<file path="config.mk">
export PLATFORM = sky130hd
export DESIGN_NAME = raster_line_rle_decoder_flat
export DESIGN_NICKNAME = d
export VERILOG_FILES = /design/src/design/rld_pkg.sv /design/src/design/rld_in_if.sv /design/src/design/rld_out_if.sv /design/src/design/rld_front.sv /design/src/design/rld_queue.sv /design/src/design/rld_back.sv /design/src/design/raster_line_rle_decoder.sv /design/src/flat_wrapper.sv
export SDC_FILE = /design/constraint.sdc
export NUM_CORES = 1
export LEC_CHECK = 0
export BUFFER_PORTS_ARGS = -buffer_cell sky130_fd_sc_hd__buf_2
export CAP_MARGIN = 20
export CORE_ASPECT_RATIO = 0.7
export CORE_MARGIN = 5
export CORE_UTILIZATION = 30
export CTS_CLUSTER_DIAMETER = 150
export CTS_CLUSTER_SIZE = 30
export DETAILED_ROUTE_END_ITERATION = 7
export PLACE_DENSITY_LB_ADDON = 0.1
export SETUP_SLACK_MARGIN = 0.05
export SLEW_MARGIN = 20
export SYNTH_ARGS = -nofsm -noshare
export SYNTH_HDL_FRONTEND = slang
export SYNTH_SLANG_ARGS = --single-unit
</file>
<file path="constraint.sdc">
create_clock -name clk -period 10.7 [get_ports clk]
set_input_delay 2.675 -clock clk [delete_from_list [all_inputs] [get_ports clk]]
set_output_delay 2.675 -clock clk [all_outputs]
set_load 0.03 [all_outputs]
</file>
<file path="src/design/rld_pkg.sv">
// shared types, codes and constants of the raster line run-length decoder
// no dependencies; every other file of the block imports this package

package rld_pkg;

	// field widths of the channels and the configuration port
	localparam int unsigned OP_W     = 2;
	localparam int unsigned BYTE_W   = 8;
	localparam int unsigned KIND_W   = 2;
	localparam int unsigned COORD_W  = 16;
	localparam int unsigned PIXEL_W  = 32;
	localparam int unsigned REP_W    = 9;
	localparam int unsigned BPP_W    = 3;
	localparam int unsigned CFG_IDX_W  = 2;
	localparam int unsigned CFG_DATA_W = 16;

	// default depth of the queue between front and back
	localparam int unsigned QUEUE_DEPTH_DEF = 2;

	// input op codes
	localparam logic [OP_W-1:0] OP_START = 2'd0;
	localparam logic [OP_W-1:0] OP_DATA  = 2'd1;
	localparam logic [OP_W-1:0] OP_END   = 2'd2;

	// queued command codes
	localparam logic [1:0] CMD_START = 2'd0;
	localparam logic [1:0] CMD_BYTE  = 2'd1;
	localparam logic [1:0] CMD_END   = 2'd2;

	// result kinds
	localparam logic [KIND_W-1:0] KIND_SPAN      = 2'd0;
	localparam logic [KIND_W-1:0] KIND_END_CLEAN = 2'd1;
	localparam logic [KIND_W-1:0] KIND_END_TRUNC = 2'd2;
	localparam logic [KIND_W-1:0] KIND_EXTRA     = 2'd3;

	// configuration register indexes
	localparam logic [CFG_IDX_W-1:0] REG_ROW_WIDTH  = 2'd0;
	localparam logic [CFG_IDX_W-1:0] REG_PAGE_LINES = 2'd1;
	localparam logic [CFG_IDX_W-1:0] REG_BPP        = 2'd2;

	// packbits code values
	localparam logic [BYTE_W-1:0] FILL_CODE = 8'h80;
	localparam logic [BYTE_W-1:0] BYTE_ONES = 8'hFF;

	typedef struct packed {
		logic [COORD_W-1:0] row_width;
		logic [COORD_W-1:0] page_lines;
		logic [BPP_W-1:0]   bytes_per_pixel;
	} cfg_t;

	// one classified transaction as it waits in the queue
	typedef struct packed {
		logic [1:0]        cmd;
		logic [BYTE_W-1:0] data_byte;
		logic              is_fill;
		logic              is_run;
		logic [BYTE_W-1:0] lit_count;
		logic [BYTE_W-1:0] run_count;
		logic [REP_W-1:0]  copies;
	} q_item_t;

endpackage

</file>
<file path="src/design/rld_in_if.sv">
// input channel of the decoder: op code and compressed byte with valid/ready
// depends on rld_pkg

interface rld_in_if;
	import rld_pkg::*;

	logic              valid;
	logic              ready;
	logic [OP_W-1:0]   op;
	logic [BYTE_W-1:0] data_byte;

	modport source (output valid, output op, output data_byte, input ready);
	modport sink (input valid, input op, input data_byte, output ready);
endinterface

</file>
<file path="src/design/rld_out_if.sv">
// output channel of the decoder: pixel spans and status with valid/ready
// depends on rld_pkg

interface rld_out_if;
	import rld_pkg::*;

	logic               valid;
	logic               ready;
	logic [KIND_W-1:0]  kind;
	logic [COORD_W-1:0] line_index;
	logic [COORD_W-1:0] start_x;
	logic [COORD_W-1:0] run_length;
	logic [PIXEL_W-1:0] pixel;
	logic               line_end;
	logic [REP_W-1:0]   repeat_count;
	logic               page_end;

	modport source (
		output valid, output kind, output line_index, output start_x, output run_length,
		output pixel, output line_end, output repeat_count, output page_end, input ready
	);
	modport sink (
		input valid, input kind, input line_index, input start_x, input run_length,
		input pixel, input line_end, input repeat_count, input page_end, output ready
	);
endinterface

</file>
<file path="src/design/rld_front.sv">
// front end: takes input transactions and classifies them for the queue
// depends on rld_pkg and rld_in_if

module rld_front (
	rld_in_if.sink          in_ch,
	input  logic            queue_full,
	output logic            push,
	output rld_pkg::q_item_t push_item
);
	import rld_pkg::*;

	logic take;
	logic keep;

	assign in_ch.ready = !queue_full;
	assign take        = in_ch.valid && !queue_full;

	always_comb begin
		keep              = 1'b1;
		push_item.cmd     = CMD_BYTE;
		unique case (in_ch.op)
			OP_START: push_item.cmd = CMD_START;
			OP_DATA:  push_item.cmd = CMD_BYTE;
			OP_END:   push_item.cmd = CMD_END;
			default:  keep = 1'b0;
		endcase
		push_item.data_byte = in_ch.data_byte;
		push_item.is_fill   = (in_ch.data_byte == FILL_CODE);
		push_item.is_run    = !in_ch.data_byte[BYTE_W-1];
		// literal count is one minus the signed code
		push_item.lit_count = BYTE_W'(9'd257 - {1'b0, in_ch.data_byte});
		push_item.run_count = in_ch.data_byte + 1'b1;
		push_item.copies    = {1'b0, in_ch.data_byte} + 1'b1;
	end

	// op code 3 is taken and dropped
	assign push = take && keep;

endmodule

</file>
<file path="src/design/rld_queue.sv">
// short queue between the front end and the decode back end
// depends on rld_pkg

module rld_queue #(
	parameter int unsigned DEPTH = rld_pkg::QUEUE_DEPTH_DEF
) (
	input  logic             clk,
	input  logic             arst_n,
	input  logic             push,
	input  rld_pkg::q_item_t push_item,
	output logic             full,
	input  logic             pop,
	output rld_pkg::q_item_t pop_item,
	output logic             empty
);
	import rld_pkg::*;

	localparam int unsigned PTR_W = (DEPTH > 1) ? $clog2(DEPTH) : 1;
	localparam int unsigned CNT_W = $clog2(DEPTH + 1);

	q_item_t           items_q [DEPTH];
	logic [PTR_W-1:0]  wr_ptr_q;
	logic [PTR_W-1:0]  rd_ptr_q;
	logic [CNT_W-1:0]  count_q;

	assign full     = (count_q == CNT_W'(DEPTH));
	assign empty    = (count_q == '0);
	assign pop_item = items_q[rd_ptr_q];

	always_ff @(posedge clk) begin
		if (push) begin
			items_q[wr_ptr_q] <= push_item;
		end
	end

	always_ff @(posedge clk or negedge arst_n) begin
		if (!arst_n) begin
			wr_ptr_q <= '0;
			rd_ptr_q <= '0;
			count_q  <= '0;
		end else begin
			if (push) begin
				wr_ptr_q <= (wr_ptr_q == PTR_W'(DEPTH - 1)) ? '0 : wr_ptr_q + 1'b1;
			end
			if (pop) begin
				rd_ptr_q <= (rd_ptr_q == PTR_W'(DEPTH - 1)) ? '0 : rd_ptr_q + 1'b1;
			end
			if (push && !pop) begin
				count_q <= count_q + 1'b1;
			end else if (pop && !push) begin
				count_q <= count_q - 1'b1;
			end
		end
	end

endmodule

</file>
<file path="src/design/rld_back.sv">
// back end: decode state machine, span arithmetic and output register
// depends on rld_pkg and rld_out_if

module rld_back (
	input  logic             clk,
	input  logic             arst_n,
	input  rld_pkg::cfg_t    cfg,
	input  logic             empty,
	input  rld_pkg::q_item_t pop_item,
	output logic             pop,
	rld_out_if.source        out_ch
);
	import rld_pkg::*;

	localparam logic [2:0] PH_IDLE   = 3'd0;
	localparam logic [2:0] PH_REPEAT = 3'd1;
	localparam logic [2:0] PH_CODE   = 3'd2;
	localparam logic [2:0] PH_RUNPIX = 3'd3;
	localparam logic [2:0] PH_LITPIX = 3'd4;

	// decode state
	logic [2:0]         phase_q,   phase_d;
	logic [COORD_W-1:0] column_q,  column_d;
	logic [COORD_W-1:0] line_q,    line_d;
	logic [REP_W-1:0]   copies_q,  copies_d;
	logic [BYTE_W-1:0]  lits_q,    lits_d;
	logic [BYTE_W-1:0]  run_q,     run_d;
	logic [1:0]         slot_q,    slot_d;
	logic [PIXEL_W-1:0] gather_q,  gather_d;

	// output register
	logic               out_valid_q;
	logic [KIND_W-1:0]  kind_q;
	logic [COORD_W-1:0] line_index_q;
	logic [COORD_W-1:0] start_x_q;
	logic [COORD_W-1:0] run_length_q;
	logic [PIXEL_W-1:0] pixel_q;
	logic               line_end_q;
	logic [REP_W-1:0]   repeat_q;
	logic               page_end_q;

	// result of this cycle
	logic               res_valid;
	logic [KIND_W-1:0]  res_kind;
	logic [COORD_W-1:0] res_x;
	logic [COORD_W-1:0] res_len;
	logic [PIXEL_W-1:0] res_pix;
	logic               res_le;
	logic [REP_W-1:0]   res_rep;
	logic               res_pe;

	// effective configuration
	logic [COORD_W-1:0] w_eff;
	logic [COORD_W-1:0] h_eff;
	logic [BPP_W-1:0]   bpp_eff;
	logic [PIXEL_W-1:0] mask;

	// span arithmetic
	logic [COORD_W:0]   col_diff;
	logic               w_gt_col;
	logic [COORD_W-1:0] rem;
	logic [COORD_W-1:0] want;
	logic               span_done;
	logic [COORD_W-1:0] span_len;
	logic [COORD_W:0]   line_diff;
	logic               h_gt_line;
	logic [COORD_W-1:0] left;
	logic               copies_lt_left;
	logic [REP_W-1:0]   rep;
	logic               pend;
	logic [COORD_W-1:0] next_line;

	// pixel gathering
	logic [PIXEL_W-1:0] shifted;
	logic [PIXEL_W-1:0] gathered;
	logic [2:0]         slot_inc;
	logic               gather_full;

	logic               emit;
	logic [PIXEL_W-1:0] emit_pix;
	logic [BYTE_W-1:0]  lits_dec;
	logic               is_idle;

	assign pop = !empty && (!out_valid_q || out_ch.ready);

	assign w_eff   = (cfg.row_width == '0) ? COORD_W'(1) : cfg.row_width;
	assign h_eff   = (cfg.page_lines == '0) ? COORD_W'(1) : cfg.page_lines;
	assign bpp_eff = (cfg.bytes_per_pixel == '0) ? BPP_W'(1) :
		((cfg.bytes_per_pixel > BPP_W'(4)) ? BPP_W'(4) : cfg.bytes_per_pixel);

	always_comb begin
		case (bpp_eff)
			BPP_W'(1): mask = 32'h0000_00FF;
			BPP_W'(2): mask = 32'h0000_FFFF;
			BPP_W'(3): mask = 32'h00FF_FFFF;
			default:   mask = 32'hFFFF_FFFF;
		endcase
	end

	// columns left in the line, at least one
	assign col_diff = {1'b0, w_eff} - {1'b0, column_q};
	assign w_gt_col = !col_diff[COORD_W] && (col_diff[COORD_W-1:0] != '0);
	assign rem      = w_gt_col ? col_diff[COORD_W-1:0] : COORD_W'(1);

	always_comb begin
		case (phase_q)
			PH_RUNPIX: want = {8'd0, run_q};
			PH_LITPIX: want = COORD_W'(1);
			default:   want = 16'hFFFF;
		endcase
	end

	assign span_done = (want >= rem);
	assign span_len  = span_done ? rem : want;

	// lines left on the page and the clipped repeat
	assign line_diff      = {1'b0, h_eff} - {1'b0, line_q};
	assign h_gt_line      = !line_diff[COORD_W] && (line_diff[COORD_W-1:0] != '0);
	assign left           = h_gt_line ? line_diff[COORD_W-1:0] : '0;
	assign copies_lt_left = ({7'd0, copies_q} < left);
	assign rep            = copies_lt_left ? copies_q : left[REP_W-1:0];
	assign pend           = !h_gt_line || !copies_lt_left;
	assign next_line      = line_q + {7'd0, rep};

	assign shifted     = {24'd0, pop_item.data_byte} << {slot_q, 3'b000};
	assign gathered    = gather_q | shifted;
	assign slot_inc    = {1'b0, slot_q} + 1'b1;
	assign gather_full = (slot_inc >= bpp_eff);
	assign lits_dec    = (lits_q != '0) ? lits_q - 1'b1 : '0;
	assign is_idle     = (phase_q == PH_IDLE) || (phase_q > PH_LITPIX);

	always_comb begin
		phase_d   = phase_q;
		column_d  = column_q;
		line_d    = line_q;
		copies_d  = copies_q;
		lits_d    = lits_q;
		run_d     = run_q;
		slot_d    = slot_q;
		gather_d  = gather_q;
		res_valid = 1'b0;
		res_kind  = KIND_SPAN;
		res_x     = '0;
		res_len   = '0;
		res_pix   = '0;
		res_le    = 1'b0;
		res_rep   = '0;
		res_pe    = 1'b0;
		emit      = 1'b0;
		emit_pix  = mask;

		if (pop) begin
			unique case (pop_item.cmd)
				CMD_START: begin
					column_d = '0;
					line_d   = '0;
					copies_d = '0;
					lits_d   = '0;
					run_d    = '0;
					slot_d   = '0;
					gather_d = '0;
					phase_d  = PH_REPEAT;
				end
				CMD_END: begin
					res_valid = 1'b1;
					res_kind  = is_idle ? KIND_END_CLEAN : KIND_END_TRUNC;
					phase_d   = PH_IDLE;
				end
				CMD_BYTE: begin
					unique case (phase_q)
						PH_REPEAT: begin
							copies_d = pop_item.copies;
							column_d = '0;
							phase_d  = PH_CODE;
						end
						PH_CODE: begin
							if (pop_item.is_fill) begin
								emit     = 1'b1;
								emit_pix = mask;
							end else begin
								slot_d   = '0;
								gather_d = '0;
								if (pop_item.is_run) begin
									run_d   = pop_item.run_count;
									phase_d = PH_RUNPIX;
								end else begin
									lits_d  = pop_item.lit_count;
									phase_d = PH_LITPIX;
								end
							end
						end
						PH_RUNPIX: begin
							if (!gather_full) begin
								slot_d   = slot_inc[1:0];
								gather_d = gathered;
							end else begin
								emit     = 1'b1;
								emit_pix = gathered & mask;
								slot_d   = '0;
								run_d    = '0;
								gather_d = '0;
								phase_d  = PH_CODE;
							end
						end
						PH_LITPIX: begin
							if (!gather_full) begin
								slot_d   = slot_inc[1:0];
								gather_d = gathered;
							end else begin
								emit     = 1'b1;
								emit_pix = gathered & mask;
								slot_d   = '0;
								gather_d = '0;
								if (!span_done) begin
									lits_d = lits_dec;
									if (lits_dec == '0) begin
										phase_d = PH_CODE;
									end
								end
							end
						end
						default: begin
							res_valid = 1'b1;
							res_kind  = KIND_EXTRA;
						end
					endcase
				end
				default: ;
			endcase

			if (emit) begin
				res_valid = 1'b1;
				res_kind  = KIND_SPAN;
				res_x     = column_q;
				res_len   = span_len;
				res_pix   = emit_pix;
				column_d  = column_q + span_len;
				if (span_done) begin
					res_le   = 1'b1;
					res_rep  = rep;
					res_pe   = pend;
					line_d   = next_line;
					column_d = '0;
					lits_d   = '0;
					run_d    = '0;
					slot_d   = '0;
					gather_d = '0;
					phase_d  = pend ? PH_IDLE : PH_REPEAT;
				end
			end
		end
	end

	always_ff @(posedge clk or negedge arst_n) begin
		if (!arst_n) begin
			phase_q     <= PH_IDLE;
			column_q    <= '0;
			line_q      <= '0;
			copies_q    <= '0;
			lits_q      <= '0;
			run_q       <= '0;
			slot_q      <= '0;
			gather_q    <= '0;
			out_valid_q <= 1'b0;
		end else begin
			phase_q  <= phase_d;
			column_q <= column_d;
			line_q   <= line_d;
			copies_q <= copies_d;
			lits_q   <= lits_d;
			run_q    <= run_d;
			slot_q   <= slot_d;
			gather_q <= gather_d;
			if (pop && res_valid) begin
				out_valid_q <= 1'b1;
			end else if (out_ch.ready) begin
				out_valid_q <= 1'b0;
			end
		end
	end

	always_ff @(posedge clk) begin
		if (pop && res_valid) begin
			kind_q       <= res_kind;
			line_index_q <= line_q;
			start_x_q    <= res_x;
			run_length_q <= res_len;
			pixel_q      <= res_pix;
			line_end_q   <= res_le;
			repeat_q     <= res_rep;
			page_end_q   <= res_pe;
		end
	end

	assign out_ch.valid        = out_valid_q;
	assign out_ch.kind         = kind_q;
	assign out_ch.line_index   = line_index_q;
	assign out_ch.start_x      = start_x_q;
	assign out_ch.run_length   = run_length_q;
	assign out_ch.pixel        = pixel_q;
	assign out_ch.line_end     = line_end_q;
	assign out_ch.repeat_count = repeat_q;
	assign out_ch.page_end     = page_end_q;

endmodule

</file>
<file path="src/design/raster_line_rle_decoder.sv">
// top level of the raster line run-length decoder: configuration registers,
// front end, queue and decode back end; depends on rld_pkg, rld_in_if,
// rld_out_if, rld_front, rld_queue and rld_back

// decodes a packbits-style raster stream, one compressed byte per
// transaction, into pixel spans; each line opens with a repeat byte, codes
// 0 to 127 repeat the following pixel, codes -127 to -1 copy literal pixels
// and -128 fills the rest of the line with all-ones; runs are clipped at the
// line end and the line repeat is clipped at the page height. the block takes
// one transaction per clock cycle sustained while the queue is not full and
// gives at most one result per transaction; an accepted transaction is
// written into the queue, then the decode back end pops it and writes its
// result into its output register, retiring one queued transaction per
// cycle while that register is free or being taken. the queue lets input
// and output stall independently. configuration is written through a plain
// write port; the user must write it only while no transaction is in flight,
// and the block itself does not enforce this.

module raster_line_rle_decoder #(
	parameter int unsigned QUEUE_DEPTH = rld_pkg::QUEUE_DEPTH_DEF
) (
	input  logic                           clk,
	input  logic                           arst_n,
	input  logic                           cfg_we,
	input  logic [rld_pkg::CFG_IDX_W-1:0]  cfg_index,
	input  logic [rld_pkg::CFG_DATA_W-1:0] cfg_wdata,
	rld_in_if.sink                         byte_ch,
	rld_out_if.source                      span_ch
);
	import rld_pkg::*;

	// configuration registers
	cfg_t    cfg_q;

	// front to queue
	logic    push;
	q_item_t push_item;
	logic    queue_full;

	// queue to back end
	logic    pop;
	q_item_t pop_item;
	logic    queue_empty;

	// register writes, an index beyond the list is ignored
	always_ff @(posedge clk or negedge arst_n) begin
		if (!arst_n) begin
			cfg_q.row_width       <= COORD_W'(1);
			cfg_q.page_lines      <= COORD_W'(1);
			cfg_q.bytes_per_pixel <= BPP_W'(3);
		end else if (cfg_we) begin
			unique case (cfg_index)
				REG_ROW_WIDTH:  cfg_q.row_width       <= cfg_wdata;
				REG_PAGE_LINES: cfg_q.page_lines      <= cfg_wdata;
				REG_BPP:        cfg_q.bytes_per_pixel <= cfg_wdata[BPP_W-1:0];
				default: ;
			endcase
		end
	end

	// classify each input transaction
	rld_front u_front (
		.in_ch      (byte_ch),
		.queue_full (queue_full),
		.push       (push),
		.push_item  (push_item)
	);

	// decouples acceptance from decoding
	rld_queue #(
		.DEPTH (QUEUE_DEPTH)
	) u_queue (
		.clk       (clk),
		.arst_n    (arst_n),
		.push      (push),
		.push_item (push_item),
		.full      (queue_full),
		.pop       (pop),
		.pop_item  (pop_item),
		.empty     (queue_empty)
	);

	// decode state machine and output register
	rld_back u_back (
		.clk      (clk),
		.arst_n   (arst_n),
		.cfg      (cfg_q),
		.empty    (queue_empty),
		.pop_item (pop_item),
		.pop      (pop),
		.out_ch   (span_ch)
	);

endmodule
</file>
<file path="src/flat_wrapper.sv">
// flat-port wrapper written by rule: the top's interface ports become plain ports
module raster_line_rle_decoder_flat import rld_pkg::*;
#(
	parameter int unsigned QUEUE_DEPTH = rld_pkg::QUEUE_DEPTH_DEF
)
  (clk, arst_n, cfg_we, cfg_index, cfg_wdata, byte_ch_valid, byte_ch_op, byte_ch_data_byte, byte_ch_ready, span_ch_valid, span_ch_kind, span_ch_line_index, span_ch_start_x, span_ch_run_length, span_ch_pixel, span_ch_line_end, span_ch_repeat_count, span_ch_page_end, span_ch_ready);
  rld_in_if byte_ch_i ();
  rld_out_if span_ch_i ();
  input  logic clk;
  input  logic arst_n;
  input  logic cfg_we;
  input  logic [rld_pkg::CFG_IDX_W-1:0] cfg_index;
  input  logic [rld_pkg::CFG_DATA_W-1:0] cfg_wdata;
  input wire logic [$bits(byte_ch_i.valid)-1:0] byte_ch_valid;
  input wire logic [$bits(byte_ch_i.op)-1:0] byte_ch_op;
  input wire logic [$bits(byte_ch_i.data_byte)-1:0] byte_ch_data_byte;
  output wire logic [$bits(byte_ch_i.ready)-1:0] byte_ch_ready;
  output wire logic [$bits(span_ch_i.valid)-1:0] span_ch_valid;
  output wire logic [$bits(span_ch_i.kind)-1:0] span_ch_kind;
  output wire logic [$bits(span_ch_i.line_index)-1:0] span_ch_line_index;
  output wire logic [$bits(span_ch_i.start_x)-1:0] span_ch_start_x;
  output wire logic [$bits(span_ch_i.run_length)-1:0] span_ch_run_length;
  output wire logic [$bits(span_ch_i.pixel)-1:0] span_ch_pixel;
  output wire logic [$bits(span_ch_i.line_end)-1:0] span_ch_line_end;
  output wire logic [$bits(span_ch_i.repeat_count)-1:0] span_ch_repeat_count;
  output wire logic [$bits(span_ch_i.page_end)-1:0] span_ch_page_end;
  input wire logic [$bits(span_ch_i.ready)-1:0] span_ch_ready;
  assign byte_ch_i.valid = byte_ch_valid;
  assign byte_ch_i.op = byte_ch_op;
  assign byte_ch_i.data_byte = byte_ch_data_byte;
  assign byte_ch_ready = byte_ch_i.ready;
  assign span_ch_valid = span_ch_i.valid;
  assign span_ch_kind = span_ch_i.kind;
  assign span_ch_line_index = span_ch_i.line_index;
  assign span_ch_start_x = span_ch_i.start_x;
  assign span_ch_run_length = span_ch_i.run_length;
  assign span_ch_pixel = span_ch_i.pixel;
  assign span_ch_line_end = span_ch_i.line_end;
  assign span_ch_repeat_count = span_ch_i.repeat_count;
  assign span_ch_page_end = span_ch_i.page_end;
  assign span_ch_i.ready = span_ch_ready;
  raster_line_rle_decoder #(.QUEUE_DEPTH(QUEUE_DEPTH)) u_core (.clk(clk), .arst_n(arst_n), .cfg_we(cfg_we), .cfg_index(cfg_index), .cfg_wdata(cfg_wdata), .byte_ch(byte_ch_i), .span_ch(span_ch_i));
endmodule
</file>
==> run_results.csv <==
group,metric,value,unit
clock_tree,postCtsSetupBuffers,0,
drt,drc,0,
synth,async_flop_share,47.69,%
die,ioPinCount,128,
die,coreArea,0.05229,mm²
global_routing,grt_pass1_wl,72720,µm
placed_design,post-place-ws,2.274,ns
worst_setup_path,critPathMaxStageDelay,0.52,ns
worst_setup_path,critical_path_class,"reg -> reg",
power_and_ir_drop,power,4.712,mW
worst_setup_path,arrival,9.03,ns
synth,ys.warnings.count,0,
power_and_ir_drop,peakVddDrop,0.1225,mV
synth,ys_seq_area_share,49.02,%
clock_tree,worstSkewPairLatency,0.53,ns
drt,vias_per_cell,5.146,
die,initial_core_util,30.32,%
sta,worst_pin_slew,1.009,ns
synth,synth_nets,1683,
final_layout,area_growth,10.69,%
clock_tree,clock_sinks,281,
die,rows,70,
power_and_ir_drop,power_switching,2.208,mW
clock_tree,clk_pin_slew,0.12,ns
job,drv_cap,0,
worst_setup_path,crit_path_start_kind,"flip-flop",
sta,finalHoldViolations,0,
sta,setup_ws,2.097,ns
synth,avgSynthCellArea,10.24,µm²
worst_setup_path,crit_fanout,18,
synth,synth.area.top_cells,"edfxtp_1 28%, dfrtp_1 21%, ha_1 7.7%",
global_routing,grt.total_usage,15.84,%
drt,wl_per_cell,20.22,µm
sta,timing.hold.ws,0.5049,ns
power_and_ir_drop,switching_share,46.87,%
drt,firstDrtPassIters,6,
synth,yosys-top-cells-count,"161 x a21oi_1, 147 x edfxtp_1, 131 x nand2_1",
power_and_ir_drop,p_int,2.503,mW
outcome,status,"complete, no violations",
synth,ys_types,90,
die,die-width,284.8,µm
die,die_h,202.3,µm
sta,period_share,80.40,%
final_layout,final_area,0.01755,mm²
hold_path,hold_class,"reg -> reg",
power_and_ir_drop,p_comb_share,53.9,%
hold_path,hold_start,"u_core.u_queue.count_q[1]",
clock_tree,numCtsBuffers,13,
clock_tree,cts_hold_buf,0,
synth,synth_seq_cells,281,
synth,synth-edff-count,147,
synth,synthSimpleGateAreaFrac,13.28,%
global_routing,antenna_found_initial,0,
synth,synth_compound_area_share,17.03,%
sta,slew_headroom,32.24,%
power_and_ir_drop,power_density,268.5,mW/mm²
worst_setup_path,crit_required,11.13,ns
clock_tree,max-clock-path-buffers,3,
sta,rsz0062_at_grt,"false",
synth,synth_adder_area_share,8.239,%
clock_tree,cts_tree,"yes",
global_routing,grt_max_degree,72,
worst_setup_path,cp-startpoint,"u_core.cfg_q[20]",
final_layout,antenna_cells,0,
worst_setup_path,path_common_cell,"a211oi_1",
clock_tree,cts.repair.resized,0,
clock_tree,clock-root-buffer,"clkbuf_16",
placed_design,placed_area,0.01718,mm²
worst_setup_path,critPathCaptureType,"flip-flop",
synth,yosysTopAreaCell,"edfxtp_1",
global_routing,grt_overflow,0,
worst_setup_path,rr_startpoint,"u_core.cfg_q[20]",
die,die_area,0.05762,mm²
final_layout,drive_gt1_share,15.39,%
synth,synth_xor_xnor_area_share,2.928,%
drt,final_antenna_net_count,0,
power_and_ir_drop,p_seq_share,33.4,%
placed_design,dpl.hpwl,34760,µm
synth,syn-instance-count,1548,
sta,setup_tns,0,ns
synth,synthDominantCellAreaShare,27.84,%
sta,slew_viol_final,0,
final_layout,fin_nets,1760,
drt,num_vias,11910,
sta,setup-violations-final,0,
placed_design,gp_congestion,0.8715,
sta,fin_worst_skew,0.04073,ns
synth,syn-cell-area,0.01586,mm²
power_and_ir_drop,pwr-share-clk,12.7,%
synth,yosysMostFrequentCell,"a21oi_1",
synth,synth_top_family_by_area,"compound AO/OA/AOI/OAI gates",
drt,finalWirelength,46810,µm
synth,muxShareOfSynthArea,5.350,%
global_routing,grt_pass1_vias,11650,
drt,drtIter0Drc,979,
synth,ys.flop_type,"edfxtp_1",
placed_design,numPortBuffers,127,
sta,post-route-min-period,8.603,ns
clock_tree,h-tree-depth,1,
sta,max_freq,0.1162,GHz
worst_setup_path,crit_slowest_cell,"a211oi_1",
power_and_ir_drop,p_leak,7.089,nW
==> power groups by stage <==
stage,Combinational [mW],Sequential (mW),Clock (mW)
after CTS,2.56,1.58,0.635
after global routing,2.82,1.60,0.669
after detailed placement,2.54,1.60,0
final,2.54,1.57,0.599
after floorplan,1.60,1.81,0
after global placement,2.54,1.60,0
==> worst paths after layout <==
check	end	slack, ns	cells after the start
worst max-delay path	u_core.u_back.column_q[15]	2.10	32
max in group asynchronous	u_core.u_back.gather_q[6]	7.14	2
min in group asynchronous	u_core.u_back.line_q[3]	2.14	1
worst min-delay path	u_core.u_queue.count_q[1]	0.50	1
worst max register to register	u_core.u_back.column_q[15]	2.10	32
worst min register to register	u_core.u_queue.count_q[1]	0.50	1
==> cell type report <==
cell class | instances | area (µm²)
Fill cell | 5306 | 34740
Sequential cell | 281 | 7772
Multi-Input combinational cell | 1096 | 7456
Tap cell | 684 | 855.8
Timing Repair Buffer | 141 | 747.0
Clock buffer | 20 | 351.6
Inverter | 92 | 347.8
Clock inverter | 1 | 20.02
==> per-layer routing <==
layer | global-route usage (%) | part of all wire (%)
met5 | 0 | 0
met4 | 2.865 | 1.8
met3 | 2.052 | 3.9
met2 | 22.27 | 40
met1 | 25.78 | 54
==> cell families (layout without fill, tap and decap cells) <==
kind of cell    count (synthesis)  after routing
buf+inv                       171            254
xor+xnor                       53             53
simple gates                  435            435
mux                            77             77
flops                         281            281
compound gates                429            429
fa+ha+maj                     102            102
==> worst max-delay path: cells and delay by family, from the launching register on <==
kind | cells | cell delay, ns
AO/OA/AOI/OAI | 17 | 4.78
AND/OR/NAND/NOR | 10 | 2.10
adder cells (fa/ha/maj) | 4 | 1.06
flip-flops | 1 | 0.48
buffers and inverters | 1 | 0.06
==> metrics by stage <==
step	instances	util [%]
CTS	2315	33.57
global route	2315	33.57
finish	2315	33.57
global placement	2294	32.84
detailed placement	2294	32.85
floorplan	1548	-
==> state kept, by name, indices dropped and copies added (netlist names), 2 cells and up <==
| name | flops |
|---|---|
| u_core.u_back.out_ch.line_index | 16 |
| u_core.u_queue.count_q | 2 |
| u_core.u_back.run_q | 8 |
| u_core.u_back.column_q | 16 |
| u_core.u_back.lits_q | 8 |
| u_core.u_queue.items_q | 54 |
| u_core.cfg_q | 35 |
| u_core.u_back.line_q | 16 |
| u_core.u_back.gather_q | 32 |
| u_core.u_back.out_ch.start_x | 16 |
| u_core.u_back.out_ch.kind | 2 |
| u_core.u_back.out_ch.repeat_count | 9 |
| u_core.u_back.slot_q | 2 |
| u_core.u_back.out_ch.pixel | 32 |
| u_core.u_back.out_ch.run_length | 16 |
| u_core.u_back.phase_q | 3 |
| u_core.u_back.copies_q | 9 |
==> layout by cell type (no fill, tap or decap), types with 14 or more instances in the layout <==
master	n
buf_4	14
a211oi_1	14
xor2_1	16
ha_1	98
nand3_1	29
buf_2	126
mux2i_1	24
and2_1	21
o21ai_0	90
nor3_1	25
nand2_1	131
edfxtp_1	147
a31oi_1	18
dfrtp_1	130
nor2_1	117
a21oi_1	160
xnor2_1	37
a21o_1	19
nor2b_1	15
nand2b_1	14
inv_1	89
mux2_2	50
nor4_1	18
(Power assumes the default switching activity.)
